--- config.mk ---
export PLATFORM = sky130hd
export DESIGN_NAME = rfp_emit
export DESIGN_NICKNAME = d
export VERILOG_FILES = /design/src/hdl/raibert_footstep_placement_defines.svh /design/src/hdl/rfp_pkg.sv /design/src/hdl/rfp_emit.sv
export SDC_FILE = /design/constraint.sdc
export NUM_CORES = 1
export LEC_CHECK = 0
export BUFFER_PORTS_ARGS = -buffer_cell sky130_fd_sc_hd__buf_2
export CAP_MARGIN = 20
export CORE_AREA = 2 2 344 346
export DETAILED_ROUTE_END_ITERATION = 12
export DIE_AREA = 0 0 346 348
export GPL_ROUTABILITY_DRIVEN = 0
export HOLD_SLACK_MARGIN = 0.1
export PLACE_DENSITY_LB_ADDON = 0.12
export SYNTH_ARGS = -nofsm -noshare
export SYNTH_HDL_FRONTEND = slang
export SYNTH_SLANG_ARGS = --single-unit
--- constraint.sdc ---
create_clock -name i_clk -period 11.6 [get_ports i_clk]
set_input_delay 0.58 -clock i_clk [delete_from_list [all_inputs] [get_ports i_clk]]
set_output_delay 0.58 -clock i_clk [all_outputs]
set_load 0.01 [all_outputs]
--- src/hdl/raibert_footstep_placement_defines.svh ---
// Assertion macros used by the footstep placement top level.
`ifndef RAIBERT_FOOTSTEP_PLACEMENT_DEFINES_SVH
`define RAIBERT_FOOTSTEP_PLACEMENT_DEFINES_SVH

// Check a consequence in the same cycle as its cause.
`define RFP_ASSERT_NOW(label, cause, effect, msg) \
    label: assert property (@(posedge i_clk) disable iff (!i_rst_n) \
        (cause) |-> (effect)) else $error(msg);

// Check a consequence in the cycle after its cause.
`define RFP_ASSERT_NEXT(label, cause, effect, msg) \
    label: assert property (@(posedge i_clk) disable iff (!i_rst_n) \
        (cause) |=> (effect)) else $error(msg);

`endif

--- src/hdl/rfp_pkg.sv ---
// Types, constants and helpers for the footstep placement pipeline.
package rfp_pkg;

    localparam int NUM_FEET = 4;
    localparam int IN_W     = 384;
    localparam int OUT_W    = 128;
    localparam int CFG_W    = 18;
    localparam int IDX_W    = 3;

    localparam logic [1:0] LAST_FOOT = 2'(NUM_FEET - 1);

    // Feet with a negative hip offset along x (rear) and along y (right).
    localparam logic [NUM_FEET-1:0] FOOT_NEG_X = 4'b1100;
    localparam logic [NUM_FEET-1:0] FOOT_NEG_Y = 4'b1010;

    localparam logic [IDX_W-1:0] CFG_HIP_X     = 3'd0;
    localparam logic [IDX_W-1:0] CFG_HIP_Y     = 3'd1;
    localparam logic [IDX_W-1:0] CFG_STANCE    = 3'd2;
    localparam logic [IDX_W-1:0] CFG_VEL_GAIN  = 3'd3;
    localparam logic [IDX_W-1:0] CFG_CENT_GAIN = 3'd4;

    localparam logic [16:0] RST_HIP_X     = 17'd12327;
    localparam logic [16:0] RST_HIP_Y     = 17'd8307;
    localparam logic [17:0] RST_STANCE    = 18'd32768;
    localparam logic [17:0] RST_VEL_GAIN  = 18'd1966;
    localparam logic [17:0] RST_CENT_GAIN = 18'd6617;

    localparam logic signed [54:0] WIDE_MAX = 55'sd2147483647;
    localparam logic signed [54:0] WIDE_MIN = -55'sd2147483648;

    typedef struct packed {
        logic [16:0] hip_x;
        logic [16:0] hip_y;
        logic [17:0] stance_gain;
        logic [17:0] vel_gain;
        logic [17:0] cent_gain;
    } t_cfg;

    // Rotation entries, cross product and gain products after stage two.
    typedef struct packed {
        logic signed [33:0] r00;
        logic signed [33:0] r01;
        logic signed [33:0] r10;
        logic signed [33:0] r11;
        logic signed [48:0] crs_x;
        logic signed [48:0] crs_y;
        logic signed [50:0] sg_x;
        logic signed [50:0] sg_y;
        logic signed [51:0] vg_x;
        logic signed [51:0] vg_y;
        logic signed [31:0] pos_x;
        logic signed [31:0] pos_y;
    } t_s2;

    // Rounded hip offsets per foot and per-item step terms after stage four.
    typedef struct packed {
        logic [NUM_FEET-1:0][26:0] hoff_x;
        logic [NUM_FEET-1:0][26:0] hoff_y;
        logic signed [36:0] sym_x;
        logic signed [36:0] sym_y;
        logic signed [52:0] cen_x;
        logic signed [52:0] cen_y;
        logic signed [31:0] pos_x;
        logic signed [31:0] pos_y;
    } t_s4;

    function automatic logic [31:0] sat32(input logic signed [54:0] v);
        logic [31:0] res;
        if (v > WIDE_MAX) begin
            res = 32'h7FFF_FFFF;
        end else if (v < WIDE_MIN) begin
            res = 32'h8000_0000;
        end else begin
            res = v[31:0];
        end
        return res;
    endfunction

endpackage

--- src/hdl/rfp_emit.sv ---
// Per-item buffer that walks the four feet, with the registered result stage.
module rfp_emit import rfp_pkg::*; (
    input  logic             i_clk,
    input  logic             i_rst_n,
    input  logic             i_valid,
    input  t_s4              i_s4,
    output logic             o_take,
    output logic             o_tvalid,
    input  logic             i_tready,
    output logic [OUT_W-1:0] o_tdata,
    output logic [1:0]       o_tuser,
    output logic             o_tlast
);

    logic                      r_sr_valid;
    logic [1:0]                r_sr_cnt;
    logic [NUM_FEET-1:0][33:0] r_sr_hip_x, r_sr_hip_y;
    logic signed [53:0]        r_sr_sc_x, r_sr_sc_y;

    logic                      r_o_valid;
    logic [1:0]                r_o_foot;
    logic                      r_o_last;
    logic [31:0]               r_o_hip_x, r_o_hip_y, r_o_step_x, r_o_step_y;

    logic                      w_o_load, w_emit, w_done;
    logic [NUM_FEET-1:0][33:0] n_hip_x, n_hip_y;
    logic signed [33:0]        w_hip_x, w_hip_y;
    logic signed [54:0]        w_step_x, w_step_y;

    assign w_o_load = !r_o_valid || i_tready;
    assign w_emit   = r_sr_valid && w_o_load;
    assign w_done   = w_emit && (r_sr_cnt == LAST_FOOT);
    assign o_take   = !r_sr_valid || w_done;

    always_comb begin
        for (int k = 0; k < NUM_FEET; k++) begin
            n_hip_x[k] = 34'(i_s4.pos_x) + 34'($signed(i_s4.hoff_x[k]));
            n_hip_y[k] = 34'(i_s4.pos_y) + 34'($signed(i_s4.hoff_y[k]));
        end
    end

    always_ff @(posedge i_clk) begin
        if (!i_rst_n) begin
            r_sr_valid <= 1'b0;
            r_sr_cnt   <= 2'd0;
        end else if (o_take) begin
            r_sr_valid <= i_valid;
            r_sr_cnt   <= 2'd0;
        end else if (w_emit) begin
            r_sr_cnt   <= r_sr_cnt + 2'd1;
        end
    end

    always_ff @(posedge i_clk) begin
        if (o_take) begin
            r_sr_hip_x <= n_hip_x;
            r_sr_hip_y <= n_hip_y;
            r_sr_sc_x  <= 54'(i_s4.sym_x) + 54'(i_s4.cen_x);
            r_sr_sc_y  <= 54'(i_s4.sym_y) + 54'(i_s4.cen_y);
        end
    end

    assign w_hip_x  = $signed(r_sr_hip_x[r_sr_cnt]);
    assign w_hip_y  = $signed(r_sr_hip_y[r_sr_cnt]);
    assign w_step_x = 55'(w_hip_x) + 55'(r_sr_sc_x);
    assign w_step_y = 55'(w_hip_y) + 55'(r_sr_sc_y);

    always_ff @(posedge i_clk) begin
        if (!i_rst_n) begin
            r_o_valid <= 1'b0;
        end else if (w_o_load) begin
            r_o_valid <= r_sr_valid;
        end
    end

    always_ff @(posedge i_clk) begin
        if (w_emit) begin
            r_o_foot   <= r_sr_cnt;
            r_o_last   <= (r_sr_cnt == LAST_FOOT);
            r_o_hip_x  <= sat32(55'(w_hip_x));
            r_o_hip_y  <= sat32(55'(w_hip_y));
            r_o_step_x <= sat32(w_step_x);
            r_o_step_y <= sat32(w_step_y);
        end
    end

    assign o_tvalid = r_o_valid;
    assign o_tdata  = {r_o_step_y, r_o_step_x, r_o_hip_y, r_o_hip_x};
    assign o_tuser  = r_o_foot;
    assign o_tlast  = r_o_last;

endmodule

==> impl_results.md <==
- Worst hold margin: 0.1572 ns
- Setup bufs post-CTS: 0
- EDFF count, synth: 503
- Mapped Nets: 4,903
- Async SR Flop Fraction: 0%
- CP dominant cell by count: a21o_1
- GRT Total Usage: 21.69%
- Vias per inst: 5.376
- Detailed Routing Iterations Pass 1: 7
- H-tree levels: 2
- Detailed placement HPWL: 110,400 um
- Largest net degree at the start of global routing: 98
- Critical path capture point type: flop
- Unrepaired setup endpoints after global routing: false
- Die footprint: 120,400 um^2
- CTS Root Cell: clkbuf_16
- Area leader, netlist: edfxtp_1
- Num ports: 597
- CTS tree: built
- Max_cap viols: 0
- Leakage Power: 20.19 nW
- Synth area leaders: edfxtp_1 (37%), ha_1 (15%), xnor2_1 (6.1%)
- Outcome: complete, no violations
- Top cell type's share of synthesized area: 37.18%
- Initial Util: 34.73%
- Via count: 33.04k
- Cell chain of the critical path: buf_4 > nand2_1 > o21ai_4 > buf_4 > inv_1 > ha_1 > a21o_1 > o21bai_1 > a21o_1 > a21o_1 > a21oi_1 > o211ai_1 > and2_1 > a221o_1 > xnor2_1 > or4_1 > nand4bb_1 > nor4_1 > a41o_1 > a21boi_0
- Most used DFF post-synth: edfxtp_1
- Initial antenna violation count: 29
- Final period utilization: 62.42%
- Register area share after synthesis: 37.38%
- DRC viols: 0
- Worst Path Max Fanout: 36
- Final Hold Vio Count: 0
- Synth cell types: 84
- GR Overflow Total: 0
- Clk Latency, worst-skew pair: 0.68 ns
- Final #Nets: 5,498
- Die H: 348 um
- Hold WC Path Type: input port to flop
- Slowest cell on the critical path: a41o_1
- Post-route ant nets: 0
- Skew final: 0.03189 ns
- Crit path time final: 7.240 ns
- Layout cells sized above 1: 18.15%
- Clk pin slew, worst setup/hold paths: 0.06 ns
- Maximum vdd drop: 0.1288 mV
- First-pass GRT wire length: 198,600 um
- Commonest non-fill, non-tap cells in the layout: buf_2 (597), edfxtp_1 (503), ha_1 (471)
- Max clock buf depth: 3
- Number of global-route vias before repair: 32.10k
- Die extent in x: 346 um
- Routed WL: 135,400 um
- Max incr delay on CP: 0.78 ns
- Worst Path Required: 11.96 ns
- Setup TNS: 0 ns
- # port buffers: 596
- CP Class: flop to flop
- TritonCTS buffer count: 60
- Detailed Route Iter0 Violations: 2,454
- Core area: 117,000 um^2
- Clk sink count: 507
- Routed wire per std cell: 22.03 um
- Syn Area/Cell: 10.27 um^2
- Fmax: 0.1381 GHz
- Synth Instances: 3,956
- # rows: 126
- Max Transition Viols Final: 0
- P&R area growth vs syn: 16.68%
- Worst relative slew slack: 29.97%
- Final setup fails: 0
- Most common cell after layout, fill and taps aside: buf_2
- Mapped Area: 40,630 um^2
- Crit start category: flop
- Power density over the cells: 162.5 nW/um^2
- Number of synthesized register bits: 507
- Ys Warns: 0
- Worst slew pin tran: 1.042 ns
- Crit path arrival time: 7.60 ns
==> worst paths after layout <==
path	start	endpoint	slack, ns	cells past startpoint
max	r_sr_cnt[1]$_SDFFE_PP0P_	r_o_step_y[18]$_SDFFCE_PN1P_	4.36	20
min	i_rst_n	r_sr_valid$_SDFFE_PN0P_	0.16	2
max reg2reg	r_sr_cnt[1]$_SDFFE_PP0P_	r_o_step_y[18]$_SDFFCE_PN1P_	4.36	20
min reg2reg	r_sr_valid$_SDFFE_PN0P_	o_tvalid$_SDFFE_PN0N_	0.49	2
==> cell type report <==
| type | count | area, um^2 |
|---|---|---|
| fillers | 11610 | 69580 |
| multi-input cells | 3192 | 24500 |
| flip-flops and latches | 507 | 15190 |
| repair buffers | 620 | 3168 |
| well taps | 1536 | 1922 |
| clock buffers | 73 | 1593 |
| inverters | 170 | 650.6 |
| clock inverters | 32 | 337.8 |
| diodes | 15 | 37.54 |
==> state kept, by name, summed over array words and instances, names as in the netlist <==
| name | cells |
|---|---|
| o_tlast | 1 |
| o_tuser | 2 |
| o_tvalid | 1 |
| r_o_hip_x | 32 |
| r_o_hip_y | 32 |
| r_o_step_x | 32 |
| r_o_step_y | 32 |
| r_sr_cnt | 2 |
| r_sr_hip_x | 132 |
| r_sr_hip_y | 132 |
| r_sr_sc_x | 54 |
| r_sr_sc_y | 54 |
| r_sr_valid | 1 |
==> stage by stage <==
step / power, mW / instance area [um^2] / util [%] / cells / setup WS, ns
after global placement: 5.818 / 45400 / 38.82 / 6022 / 4.442
after detailed placement: 5.809 / 45400 / 38.82 / 6022 / 4.386
final: 7.701 / 47400 / 40.52 / 6145 / 4.360
after CTS: 7.760 / 47350 / 40.47 / 6128 / 4.353
after floorplan: 4.805 / 40630 / - / 3956 / 2.835
after global routing: 8.169 / 47390 / 40.51 / 6141 / 3.860
==> power by group <==
part,switching [mW],total [mW],internal [mW]
sequential,0.154,2.65,2.49
combinational,1.90,3.15,1.25
clock,0.803,1.90,1.10
total,2.86,7.70,4.84
==> layer usage <==
metal  up-vias  global-route usage, %  part of all wire (%)
li1      16230                      -                     -
met5         -                      0                  0.11
met4        24                  7.468                   3.3
met1     15670                  31.36                    48
met2       911                  32.81                    44
met3       203                  3.373                   5.4
==> kinds of logic (layout without fill, tap and decap cells) <==
| logic type | count (synthesis) | after routing | share of synthesized area, % |
|---|---|---|---|
| adder cells (fa/ha/maj) | 545 | 545 | 16.63 |
| flip-flops | 507 | 507 | 37.38 |
| other | 0 | 15 | 0 |
| multiplexers | 69 | 69 | 3.680 |
| buffers and inverters | 257 | 895 | 2.427 |
| XOR/XNOR | 411 | 411 | 8.861 |
| AO/OA/AOI/OAI | 1276 | 1276 | 20.45 |
| AND/OR/NAND/NOR | 891 | 891 | 10.58 |
==> Yosys cell counts (19+ instances only) <==
cell type / instances
a211oi_1: 37
nand3_1: 76
a21oi_1: 384
o21ai_1: 22
o21ai_0: 203
a21boi_0: 33
inv_1: 170
and3_1: 35
xnor2_1: 283
xor2_1: 128
mux4_2: 64
a21o_1: 243
maj3_1: 62
nand2b_1: 57
clkbuf_1: 77
nand4_1: 55
nand2_1: 245
nor2_1: 225
o21bai_1: 66
o31ai_1: 19
o211ai_1: 19
nor2b_1: 59
o21a_1: 51
edfxtp_1: 503
nor3_1: 50
a31oi_1: 37
and2_1: 21
ha_1: 471
==> worst max-delay path: cells and delay by family, from the launching register on <==
family          cells  cell delay [ns]
compound gates     10             2.53
buf+inv             3             1.51
simple gates        5             1.40
flops               1             0.70
fa+ha+maj           1             0.55
xor+xnor            1             0.15
==> timing repair <==
item / 4_1_cts / 5_1_grt
hold buffers: 1 / 0
endpoints found under the setup margin: 0 / 0
resized for setup: 0 / 0
hold endpoints to repair: 1 / 0
(Power assumes the default switching activity.)
